## config.mk

```make
export PLATFORM = sky130hd
export DESIGN_NAME = sensor_packet_integrator_flat
export DESIGN_NICKNAME = d
export VERILOG_FILES = /design/src/design/spi_pkg.sv /design/src/design/spi_if.sv /design/src/design/spi_in_stage.sv /design/src/design/spi_update.sv /design/src/design/sensor_packet_integrator.sv /design/src/flat_wrapper.sv
export SDC_FILE = /design/constraint.sdc
export NUM_CORES = 2
export LEC_CHECK = 0
export BUFFER_PORTS_ARGS = -buffer_cell sky130_fd_sc_hd__buf_2
export CAP_MARGIN = 25
export CORE_MARGIN = 3
export CORE_UTILIZATION = 35
export CTS_CLUSTER_SIZE = 28
export DETAILED_ROUTE_END_ITERATION = 6
export PLACE_DENSITY = 0.62
export SLEW_MARGIN = 20
export SYNTH_ARGS = -nofsm -noshare
export SYNTH_HDL_FRONTEND = slang
export SYNTH_HIERARCHICAL = 1
export SYNTH_SLANG_ARGS = --single-unit
```

## constraint.sdc

```tcl
create_clock -name i_clk -period 68 [get_ports i_clk]
set_input_delay 13.6 -clock i_clk [delete_from_list [all_inputs] [get_ports i_clk]]
set_output_delay 13.6 -clock i_clk [all_outputs]
set_load 0.05 [all_outputs]
```

## src/design/spi_pkg.sv

```systemverilog
package spi_pkg;

    localparam int ENC_FIELDS = 3;
    localparam int ENC_COUNT  = 3;

    localparam int CH_GYRO  = 3;
    localparam int CH_ACCEL = 4;

    localparam logic [15:0] GAP_LIMIT_RESET = 16'd200;

    localparam logic signed [63:0] ACC_MAX = {1'b0, {63{1'b1}}};
    localparam logic signed [63:0] ACC_MIN = {1'b1, {63{1'b0}}};

    typedef struct packed {
        logic        [7:0]  sequence_req;
        logic        [31:0] pkt_stamp;
        logic        [2:0]  encoder_present;
        logic               gyro_present;
        logic               accel_present;
        logic signed [31:0] encoder_zero;
        logic signed [31:0] encoder_one;
        logic signed [31:0] encoder_two;
        logic signed [31:0] gyro_rate;
        logic signed [31:0] accel_x;
        logic signed [31:0] accel_y;
    } t_in_item;

    typedef struct packed {
        logic        [7:0]  sequence_gap;
        logic        [15:0] device_epoch;
        logic        [31:0] packet_count;
        logic signed [63:0] rotation_sum;
        logic        [15:0] rotation_epoch;
        logic signed [31:0] held_gyro_rate;
        logic signed [31:0] held_encoder_zero;
        logic signed [31:0] held_encoder_one;
        logic signed [31:0] held_encoder_two;
        logic signed [31:0] held_accel_x;
        logic signed [31:0] held_accel_y;
        logic        [4:0]  channels_seen;
    } t_out_item;

endpackage

```

## src/design/spi_if.sv

```systemverilog
interface spi_in_if;
    logic              valid;
    logic              ready;
    spi_pkg::t_in_item payload;

    modport source (output valid, output payload, input ready);
    modport sink   (input valid, input payload, output ready);
endinterface

interface spi_out_if;
    logic               valid;
    logic               ready;
    spi_pkg::t_out_item payload;

    modport source (output valid, output payload, input ready);
    modport sink   (input valid, input payload, output ready);
endinterface

```

## src/design/spi_in_stage.sv

```systemverilog
module spi_in_stage (
    input  logic              i_clk,
    input  logic              i_rst_n,
    spi_in_if.sink            i_in,
    input  logic              i_take,
    output logic              o_valid,
    output spi_pkg::t_in_item o_item
);

    logic              r_valid;
    spi_pkg::t_in_item r_item;
    logic              w_ready;

    assign w_ready    = !r_valid || i_take;
    assign i_in.ready = w_ready;
    assign o_valid    = r_valid;
    assign o_item     = r_item;

    always_ff @(posedge i_clk) begin
        if (!i_rst_n) begin
            r_valid <= 1'b0;
        end else if (w_ready) begin
            r_valid <= i_in.valid;
        end
    end

    always_ff @(posedge i_clk) begin
        if (w_ready && i_in.valid) begin
            r_item <= i_in.payload;
        end
    end

endmodule

```

## src/design/spi_update.sv

```systemverilog
module spi_update (
    input  logic               i_clk,
    input  logic               i_rst_n,
    input  logic               i_fire,
    input  spi_pkg::t_in_item  i_item,
    input  logic [15:0]        i_gap_limit,
    output spi_pkg::t_out_item o_result
);

    logic                r_seen_seq;
    logic [7:0]          r_prior_seq;
    logic [31:0]         r_packets;
    logic                r_seen_stamp;
    logic [31:0]         r_prior_stamp;
    logic [15:0]         r_epoch;
    logic                r_gyro_seeded;
    logic signed [31:0]  r_prior_rate;
    logic [31:0]         r_prior_gyro_stamp;
    logic signed [63:0]  r_acc;
    logic [15:0]         r_reseed;
    logic signed [31:0]  r_enc [spi_pkg::ENC_FIELDS];
    logic signed [31:0]  r_gyro;
    logic signed [31:0]  r_accel_x;
    logic signed [31:0]  r_accel_y;
    logic [4:0]          r_flags;

    logic [7:0]          n_gap_seq;
    logic [31:0]         n_packets;
    logic [15:0]         n_epoch;
    logic [15:0]         n_reseed;
    logic signed [63:0]  n_acc;
    logic signed [31:0]  n_enc [spi_pkg::ENC_FIELDS];
    logic [4:0]          n_flags;
    logic signed [31:0]  n_gyro;
    logic signed [31:0]  n_accel_x;
    logic signed [31:0]  n_accel_y;

    logic                w_regress;
    logic                w_seeded;
    logic [32:0]         w_diff;
    logic                w_gap_ok;
    logic signed [32:0]  w_rate_sum;
    logic signed [49:0]  w_product;
    logic signed [64:0]  w_acc_sum;
    logic signed [31:0]  w_enc_in [spi_pkg::ENC_FIELDS];

    assign w_enc_in[0] = i_item.encoder_zero;
    assign w_enc_in[1] = i_item.encoder_one;
    assign w_enc_in[2] = i_item.encoder_two;

    always_comb begin
        n_gap_seq = r_seen_seq ? (i_item.sequence_req - r_prior_seq - 8'd1) : 8'd0;
        n_packets = r_packets + 32'd1;

        w_regress = r_seen_stamp && (i_item.pkt_stamp < r_prior_stamp);
        w_seeded  = r_gyro_seeded && !w_regress;
        n_epoch   = r_epoch + {15'd0, w_regress};

        w_diff   = {1'b0, i_item.pkt_stamp} - {1'b0, r_prior_gyro_stamp};
        w_gap_ok = !w_diff[32] && (w_diff[31:0] != 32'd0) && (w_diff[31:16] == 16'd0)
                   && (w_diff[15:0] <= i_gap_limit);

        w_rate_sum = 33'(r_prior_rate) + 33'(i_item.gyro_rate);
        w_product  = 50'(w_rate_sum) * $signed({34'd0, w_diff[15:0]});
        w_acc_sum  = 65'(r_acc) + 65'(w_product);

        n_acc    = r_acc;
        n_reseed = r_reseed + {15'd0, w_regress};
        n_gyro   = r_gyro;
        n_flags  = r_flags;

        if (i_item.gyro_present) begin
            if (w_seeded) begin
                if (w_gap_ok) begin
                    if (w_acc_sum[64] != w_acc_sum[63]) begin
                        n_acc = w_acc_sum[64] ? spi_pkg::ACC_MIN : spi_pkg::ACC_MAX;
                    end else begin
                        n_acc = w_acc_sum[63:0];
                    end
                end else begin
                    n_reseed = n_reseed + 16'd1;
                end
            end
            n_gyro                    = i_item.gyro_rate;
            n_flags[spi_pkg::CH_GYRO] = 1'b1;
        end

        for (int ch = 0; ch < spi_pkg::ENC_FIELDS; ch++) begin
            n_enc[ch] = r_enc[ch];
            if (ch < spi_pkg::ENC_COUNT && i_item.encoder_present[ch]) begin
                n_enc[ch]   = w_enc_in[ch];
                n_flags[ch] = 1'b1;
            end
        end

        n_accel_x = r_accel_x;
        n_accel_y = r_accel_y;
        if (i_item.accel_present) begin
            n_accel_x                  = i_item.accel_x;
            n_accel_y                  = i_item.accel_y;
            n_flags[spi_pkg::CH_ACCEL] = 1'b1;
        end
    end

    always_comb begin
        o_result.sequence_gap      = n_gap_seq;
        o_result.device_epoch      = n_epoch;
        o_result.packet_count      = n_packets;
        o_result.rotation_sum      = n_acc;
        o_result.rotation_epoch    = n_reseed;
        o_result.held_gyro_rate    = n_gyro;
        o_result.held_encoder_zero = n_enc[0];
        o_result.held_encoder_one  = n_enc[1];
        o_result.held_encoder_two  = n_enc[2];
        o_result.held_accel_x      = n_accel_x;
        o_result.held_accel_y      = n_accel_y;
        o_result.channels_seen     = n_flags;
    end

    always_ff @(posedge i_clk) begin
        if (!i_rst_n) begin
            r_seen_seq         <= 1'b0;
            r_prior_seq        <= 8'd0;
            r_packets          <= 32'd0;
            r_seen_stamp       <= 1'b0;
            r_prior_stamp      <= 32'd0;
            r_epoch            <= 16'd0;
            r_gyro_seeded      <= 1'b0;
            r_prior_rate       <= 32'sd0;
            r_prior_gyro_stamp <= 32'd0;
            r_acc              <= 64'sd0;
            r_reseed           <= 16'd0;
            for (int ch = 0; ch < spi_pkg::ENC_FIELDS; ch++) begin
                r_enc[ch] <= 32'sd0;
            end
            r_gyro             <= 32'sd0;
            r_accel_x          <= 32'sd0;
            r_accel_y          <= 32'sd0;
            r_flags            <= 5'd0;
        end else if (i_fire) begin
            r_seen_seq    <= 1'b1;
            r_prior_seq   <= i_item.sequence_req;
            r_packets     <= n_packets;
            r_seen_stamp  <= 1'b1;
            r_prior_stamp <= i_item.pkt_stamp;
            r_epoch       <= n_epoch;
            r_gyro_seeded <= w_seeded || i_item.gyro_present;
            if (i_item.gyro_present) begin
                r_prior_rate       <= i_item.gyro_rate;
                r_prior_gyro_stamp <= i_item.pkt_stamp;
            end
            r_acc    <= n_acc;
            r_reseed <= n_reseed;
            for (int ch = 0; ch < spi_pkg::ENC_FIELDS; ch++) begin
                r_enc[ch] <= n_enc[ch];
            end
            r_gyro    <= n_gyro;
            r_accel_x <= n_accel_x;
            r_accel_y <= n_accel_y;
            r_flags   <= n_flags;
        end
    end

endmodule

```

## src/design/sensor_packet_integrator.sv

```systemverilog
// Channel   Direction  Payload                                  Handshake
// i_in      in         sequence, stamp, presence, sensor values valid / ready
// o_out     out        gaps, epochs, count, rotation, held vals valid / ready
// i_cfg     in         gap_limit_ms (16 bit)                    i_cfg_we
//
// One request per cycle sustained while o_out is not stalled; a request taken
// at i_in sits in the input register until the result register can take it,
// and its result is then loaded into the result register and shown on o_out.
// The update path is one 33x16 multiply and a 64-bit saturating add.
// Reset is synchronous and clears all state but the input and result data
// registers; gap_limit_ms returns to 200. A stalled o_out holds its result;
// i_in keeps taking while the input register is empty or moving on.
module sensor_packet_integrator (
    input  logic        i_clk,
    input  logic        i_rst_n,
    spi_in_if.sink      i_in,
    spi_out_if.source   o_out,
    input  logic        i_cfg_we,
    input  logic [15:0] i_cfg_wdata
);

    logic               r_out_valid;
    spi_pkg::t_out_item r_out;
    logic [15:0]        r_gap_limit;

    logic               w_in_valid;
    spi_pkg::t_in_item  w_in_item;
    logic               w_fire;
    spi_pkg::t_out_item w_result;

    assign w_fire = w_in_valid && (!r_out_valid || o_out.ready);

    spi_in_stage u_in_stage (
        .i_clk   (i_clk),
        .i_rst_n (i_rst_n),
        .i_in    (i_in),
        .i_take  (w_fire),
        .o_valid (w_in_valid),
        .o_item  (w_in_item)
    );

    spi_update u_update (
        .i_clk       (i_clk),
        .i_rst_n     (i_rst_n),
        .i_fire      (w_fire),
        .i_item      (w_in_item),
        .i_gap_limit (r_gap_limit),
        .o_result    (w_result)
    );

    always_ff @(posedge i_clk) begin
        if (!i_rst_n) begin
            r_gap_limit <= spi_pkg::GAP_LIMIT_RESET;
        end else if (i_cfg_we) begin
            r_gap_limit <= i_cfg_wdata;
        end
    end

    always_ff @(posedge i_clk) begin
        if (!i_rst_n) begin
            r_out_valid <= 1'b0;
        end else if (w_fire) begin
            r_out_valid <= 1'b1;
        end else if (o_out.ready) begin
            r_out_valid <= 1'b0;
        end
    end

    always_ff @(posedge i_clk) begin
        if (w_fire) begin
            r_out <= w_result;
        end
    end

    assign o_out.valid   = r_out_valid;
    assign o_out.payload = r_out;

    a_fire_shows: assert property (@(posedge i_clk) disable iff (!i_rst_n)
        w_fire |=> o_out.valid)
        else $error("update not presented at output");

    a_stall_blocks: assert property (@(posedge i_clk) disable iff (!i_rst_n)
        (w_in_valid && r_out_valid && !o_out.ready) |-> !i_in.ready)
        else $error("input taken while pipeline stalled full");

    a_count_steps: assert property (@(posedge i_clk) disable iff (!i_rst_n)
        (w_fire && $past(w_fire) && $past(i_rst_n))
            |-> (w_result.packet_count == $past(w_result.packet_count) + 32'd1))
        else $error("packet count skipped");

    a_seen_sticky: assert property (@(posedge i_clk) disable iff (!i_rst_n)
        (w_fire && $past(w_fire) && $past(i_rst_n))
            |-> ((w_result.channels_seen & $past(w_result.channels_seen))
                 == $past(w_result.channels_seen)))
        else $error("channel presence lost");

endmodule
```

## src/flat_wrapper.sv

```systemverilog
// flat-port wrapper written by rule: the top's interface ports become plain ports
module sensor_packet_integrator_flat 
  (i_clk, i_rst_n, i_cfg_we, i_cfg_wdata, i_in_valid, i_in_payload, i_in_ready, o_out_valid, o_out_payload, o_out_ready);
  spi_in_if i_in_i ();
  spi_out_if o_out_i ();
  input  logic i_clk;
  input  logic i_rst_n;
  input  logic i_cfg_we;
  input  logic [15:0] i_cfg_wdata;
  input wire logic [$bits(i_in_i.valid)-1:0] i_in_valid;
  input wire logic [$bits(i_in_i.payload)-1:0] i_in_payload;
  output wire logic [$bits(i_in_i.ready)-1:0] i_in_ready;
  output wire logic [$bits(o_out_i.valid)-1:0] o_out_valid;
  output wire logic [$bits(o_out_i.payload)-1:0] o_out_payload;
  input wire logic [$bits(o_out_i.ready)-1:0] o_out_ready;
  assign i_in_i.valid = i_in_valid;
  assign i_in_i.payload = i_in_payload;
  assign i_in_ready = i_in_i.ready;
  assign o_out_valid = o_out_i.valid;
  assign o_out_payload = o_out_i.payload;
  assign o_out_i.ready = o_out_ready;
  sensor_packet_integrator u_core (.i_clk(i_clk), .i_rst_n(i_rst_n), .i_in(i_in_i), .o_out(o_out_i), .i_cfg_we(i_cfg_we), .i_cfg_wdata(i_cfg_wdata));
endmodule
```

Yosys cells after proc, flatten, opt, wreduce, memory -nomap -nowiden
Memory sizes are Yosys's and may differ from the RTL's.
Index checks and enable logic that the tools add are counted.

word-level totals
  flip-flop bits (word level) = 923
  RAM bits = 96
  bits of input ports = 258
  output and inout port bits = 335
  logic and storage cells = 103
  memories = 1

operators by class
  $add $sub $neg = 9
  $mul = 1
  magnitude comparators = 2
  eq/ne operators = 1
  multiplexer cells = 28
  bitwise operators = 3
  reductions and logical operators = 18

memories
  memory                 depth  bits a word  read ports  clocked after memory_dff  write ports  line              source
  u_core.u_update.r_enc  3      32           3           0                         3            spi_update.sv:21  logic signed [31:0] r_enc [spi_pkg::ENC_FIELDS];

operators with widths
  cell                                               number
  two-way mux 64 bit                                 5
  two-way mux 32 bit                                 9
  adder 64 x 50 -> 65 bit                            1
  multiplier 33 x 17 -> 50 bit                       1
  two-way mux 16 bit                                 3
  adder 32 x 32 -> 33 bit                            1
  subtractor 32 x 32 -> 33 bit                       1
  adder 16 x 1 -> 16 bit                             2
  adder 32 x 1 -> 32 bit (second input constant)     1
  < comparator 32 bit                                1
  nonzero test 32 bit                                1
  adder 16 x 1 -> 16 bit (second input constant)     1
  <= comparator 16 bit                               1
  zero test 16 bit                                   1
  two-way mux 1 bit                                  11
  subtractor 8 x 1 -> 8 bit (second input constant)  1
  subtractor 8 bit                                   1
  logical AND 1 bit                                  7
  zero test 1 bit                                    4
  logical OR 1 bit                                   3
  OR 1 bit                                           3
  AND reduction 2 bit                                1
  nonzero test 2 bit                                 1
  != test 1 bit                                      1

Longest topological paths before layout
  depth after elaboration = 8
  mapped depth = 43
  mapped depth without buffers = 40

By module
The synthesis kept the hierarchy.

modules (own cells, without submodules)
  module                    instances  cells each  area an instance (µm²)  sequential area each (µm²)
  spi_update                1          5720        48759.3                 9589.2
  sensor_packet_integrator  1          388         10649.0                 10339.9
  spi_in_stage              1          242         7174.4                  7136.8

Least setup slack after synthesis
No wires, ideal clock.

  path type = input -> output
  start point = input port o_out_ready
  end point = output port i_in_ready
  arrival = 30.753 ns
  data required time = 54.400 ns
  slack = 23.647 ns
  cell stages on the path = 3
  path buffers = 0
  path through = nor2b_1 -> nor2b_1 -> nand2b_4

between the ends
  cells in the longest elaborated chain, start to end = 3

ends and longest elaborated chain
  element            line                            source
  start, declared    flat_wrapper.sv:15              input wire logic [$bits(o_out_i.ready)-1:0] o_out_ready;
  logical OR 1 bit   sensor_packet_integrator.sv:31  assign w_fire = w_in_valid && (!r_out_valid || o_out.ready);
  logical AND 1 bit  sensor_packet_integrator.sv:31
  via u_core.w_fire  sensor_packet_integrator.sv:28  logic w_fire;
  logical OR 1 bit   spi_in_stage.sv:14              assign w_ready = !r_valid || i_take;
  end, declared      flat_wrapper.sv:12              output wire logic [$bits(i_in_i.ready)-1:0] i_in_ready;

The timed path passes the listed nets, and every way through them passes these cells.

Worst setup path in the final report
Ends and elaborated chain as after synthesis.

==> Flow_metrics.wiki <==
{| class="wikitable"
! Metric !! Value
|-
| Worst-path maximum fanout || 3
|-
| Max capacitance violation total || 0
|-
| Multi-input gate area || 34800 µm²
|-
| Routed length per placed instance || 20.7 µm
|-
| CP Buf/Inv Count || 2
|-
| Result of the run || complete, no violations
|-
| Library cell appearing most often on the critical path || sky130_fd_sc_hd__buf_2
|-
| Standard cell with the maximum stage delay on the critical path || sky130_fd_sc_hd__buf_2
|-
| Total negative slack || 0 ns
|-
| Origin of the critical flop-to-flop path || u_core/u_in_stage/o_item[64]
|-
| Most frequently used flop master after synthesis || sky130_fd_sc_hd__edfxtp_1
|-
| Fraction of final layout cells sized beyond drive strength 1 || 0.163
|-
| Die area || roughly 200000 µm²
|-
| Clock latency on the worst-skew pair || 0.79 ns
|-
| Hold/Removal Path Class || flip-flop to flip-flop
|-
| Area growth from synthesis to layout || 14.5%
|-
| Cell family with the largest share of critical-path delay || simple AND/OR/NAND/NOR gates
|-
| Most area-consuming cells after synthesis || sky130_fd_sc_hd__edfxtp_1, sky130_fd_sc_hd__fa_1, sky130_fd_sc_hd__dfxtp_1
|-
| Number of CTS-inserted buffers || 109
|-
| Final number of hold-violating endpoints || 0
|-
| Placeable core region || 188000 µm²
|-
| Initial standard-cell utilization of the core || 0.353
|-
| Ys Warns || 6
|-
| Worst slew pin tran || 1.07 ns
|-
| Mean number of vias per cell || 4.96
|-
| Top cell type by total area after synthesis || sky130_fd_sc_hd__edfxtp_1
|-
| Post-route ant nets || 0
|-
| Vias in the first global route || 48918
|-
| Stage delay of the slowest cell on the critical path || ~0.24 ns
|-
| CTS Sinks || between 1000 and 1500
|-
| I/O pin count || 593
|-
| CTS tree || yes
|-
| Path type of the worst setup path || input pin to output port
|-
| Die boundary height || 442 µm
|-
| Number of flops mapped to enable cells by yosys || 666
|-
| Gate count after technology mapping || 6350
|-
| CTS H-tree lvls || 3
|-
| Number of synthesized register bits || 1019
|-
| Hold buffer count at CTS || 0
|-
| Leading cell type in the layout, fill and taps excluded || sky130_fd_sc_hd__inv_1
|-
| Fraction of registers with async set or reset after synthesis || 0
|-
| Aggregate routed wire length || 196000 µm
|-
| Antenna violations before repair || 49
|-
| Worst-case clock skew || 0.0779 ns
|-
| Die extent in x || between 400 and 500 µm
|-
| Clock tree root buffer cell || sky130_fd_sc_hd__clkbuf_16
|-
| Post-Route Utilization || 0.405
|-
| Ordered list of cells on the worst path || buf_2 -> nor2b_1 -> nor2b_4 -> nand2b_4 -> buf_2
|-
| Setup bufs post-CTS || 0
|-
| Total routing usage reported by global routing || 0.198
|-
| Fin nets || around 8000
|-
| Highest-count cells in the layout ignoring fill and taps || sky130_fd_sc_hd__inv_1, sky130_fd_sc_hd__nand2_1, sky130_fd_sc_hd__edfxtp_1
|-
| Beginning of the critical path || o_out_ready
|-
| RSZ-0062 raised after global routing || false
|-
| Maximum number of pins on one net before global-route repair || 149
|-
| Footprint of the flip-flops and latches || about 27000 µm²
|-
| Mean instance size in the synthesized netlist || roughly 10 µm²
|-
| Minimum clock period after layout || 28.02 ns
|-
| Standard-cell row count || 159
|-
| Library cells used by synthesis || between 90 and 100
|-
| Cell Area, Synth || 66600 µm²
|-
| Clock edge transition at the registers on the reported setup and hold paths || 0.06 ns
|-
| Aggregate global routing overflow || 0
|-
| Worst endpoint required time || ~54 ns
|-
| Start point of the worst min-delay path || u_core/u_update/r_gyro[18]
|-
| Slew headroom || 0.287
|-
| HPWL Detailed || 148000 µm
|-
| Port buffer count || 592
|-
| Number of detailed-route iterations in the first pass || 7
|-
| Placer congestion estimate || 0.915
|-
| Initial DRC count || 3312
|-
| Share of the clock period used by the worst path || 0.412
|-
| Number of cells upsized or downsized after cts || 0
|-
| Buffer depth of the longest clock path || 3
|-
| Overall via count from detail_route || 47037
|-
| Residual DRC || 0
|-
| Number of fill cells || between 15000 and 20000
|-
| Worst setup EP type || output port
|-
| Final setup fails || 0
|-
| Wire length of the first global-routing pass || 299000 µm
|-
| Portion of synthesized cell area occupied by the leading cell type || 0.300
|-
| Arr. time, crit path || 14.42 ns
|-
| Type of element launching the critical path || input pin
|-
| Mapped Nets || 7515
|-
| Max Slew Vio Count || 0
|-
| Sequential fraction of the synthesis area || 0.407
|-
| Achievable frequency || 35.7 MHz
|}
## final timing paths
kind / end / slack (ns) / depth (start not counted)
max: i_in_ready / 39.98 / 5
min: u_core/u_update/r_gyro[18] / 0.45 / 2
max reg2reg: u_core/o_out.payload[237] / 54.46 / 38
min reg2reg: u_core/u_update/r_gyro[18] / 0.45 / 2
## area by class of cell
class / instances / share of cell area
sequential: 1019 / 0.355
inverter: 1003 / 0.0495
multi-input combinational: 4056 / 0.456
timing repair buffer: 689 / 0.0489
antenna: 18 / 0.000591
tap: 2495 / 0.0410
clock inverter: 68 / 0.0103
clock buffer: 137 / 0.0382
## state kept, by name, indices dropped and copies added (netlist names), 64 cells and up
name / flops
u_core/u_update/r_enc: 96
u_core/o_out.payload: 333
u_core/u_update/r_acc: 64
u_core/u_in_stage/o_item: 237
## worst min-delay path: stages (launching register included)
cell and delay, ns:
sky130_fd_sc_hd__dfxtp_1 0.31, sky130_fd_sc_hd__nand2_1 0.05, sky130_fd_sc_hd__a21oi_1 0.05
## routing by layer
metal / GRT usage / wire length [µm] / up-vias / share of wire
met5: 0 / 296 / - / 0.0015
li1: - / - / 21704 / -
met2: 0.333 / 94200 / 1450 / 0.48
met1: 0.243 / 78900 / 23480 / 0.40
met4: 0.0717 / 7400 / 48 / 0.038
met3: 0.0547 / 15200 / 355 / 0.078
## synthesized netlist by cell type (11+ instances only)
| library cell | count |
|---|---|
| sky130_fd_sc_hd__and3_1 | 48 |
| sky130_fd_sc_hd__nor4_1 | 21 |
| sky130_fd_sc_hd__clkbuf_1 | 226 |
| sky130_fd_sc_hd__edfxtp_1 | 666 |
| sky130_fd_sc_hd__o21bai_1 | 22 |
| sky130_fd_sc_hd__nand4_1 | 49 |
| sky130_fd_sc_hd__o211ai_1 | 12 |
| sky130_fd_sc_hd__a31oi_1 | 23 |
| sky130_fd_sc_hd__nor2b_1 | 140 |
| sky130_fd_sc_hd__a21oi_1 | 324 |
| sky130_fd_sc_hd__xor2_1 | 142 |
| sky130_fd_sc_hd__o21a_1 | 20 |
| sky130_fd_sc_hd__and2_1 | 76 |
| sky130_fd_sc_hd__buf_1 | 17 |
| sky130_fd_sc_hd__nor2_1 | 523 |
| sky130_fd_sc_hd__xnor2_1 | 119 |
| sky130_fd_sc_hd__or2_2 | 11 |
| sky130_fd_sc_hd__a211oi_1 | 15 |
| sky130_fd_sc_hd__ha_1 | 281 |
| sky130_fd_sc_hd__mux2i_1 | 72 |
| sky130_fd_sc_hd__inv_1 | 1001 |
| sky130_fd_sc_hd__fa_1 | 626 |
| sky130_fd_sc_hd__buf_2 | 21 |
| sky130_fd_sc_hd__nand3_1 | 57 |
| sky130_fd_sc_hd__nor3_1 | 85 |
| sky130_fd_sc_hd__dfxtp_1 | 353 |
| sky130_fd_sc_hd__o21ai_0 | 155 |
| sky130_fd_sc_hd__o2bb2ai_2 | 20 |
| sky130_fd_sc_hd__nand2b_1 | 57 |
| sky130_fd_sc_hd__a21o_1 | 107 |
| sky130_fd_sc_hd__nand2_1 | 701 |
| sky130_fd_sc_hd__mux2_2 | 194 |
## per-stage QoR
step	hold slack, ns	area, µm²	setup WS (ns)	std cells
floorplan	0.429	66600	23.65	6350
global placement	0.441	72400	39.92	9255
detailed placement	0.446	72500	39.96	9260
CTS	0.456	76200	39.96	9465
global route	0.475	76200	39.91	9476
finish	0.454	76200	39.98	9485
## cells by family after synthesis
logic type      Yosys count  synth area share
simple gates           1807             0.123
buf+inv                1275            0.0733
flops                  1019             0.407
fa+ha+maj               916             0.242
compound gates          806            0.0773
mux                     266            0.0436
xor+xnor                261            0.0343
Power is not shown: default switching activity piles up to over one toggle a cycle in this logic, so the estimate is an artifact.
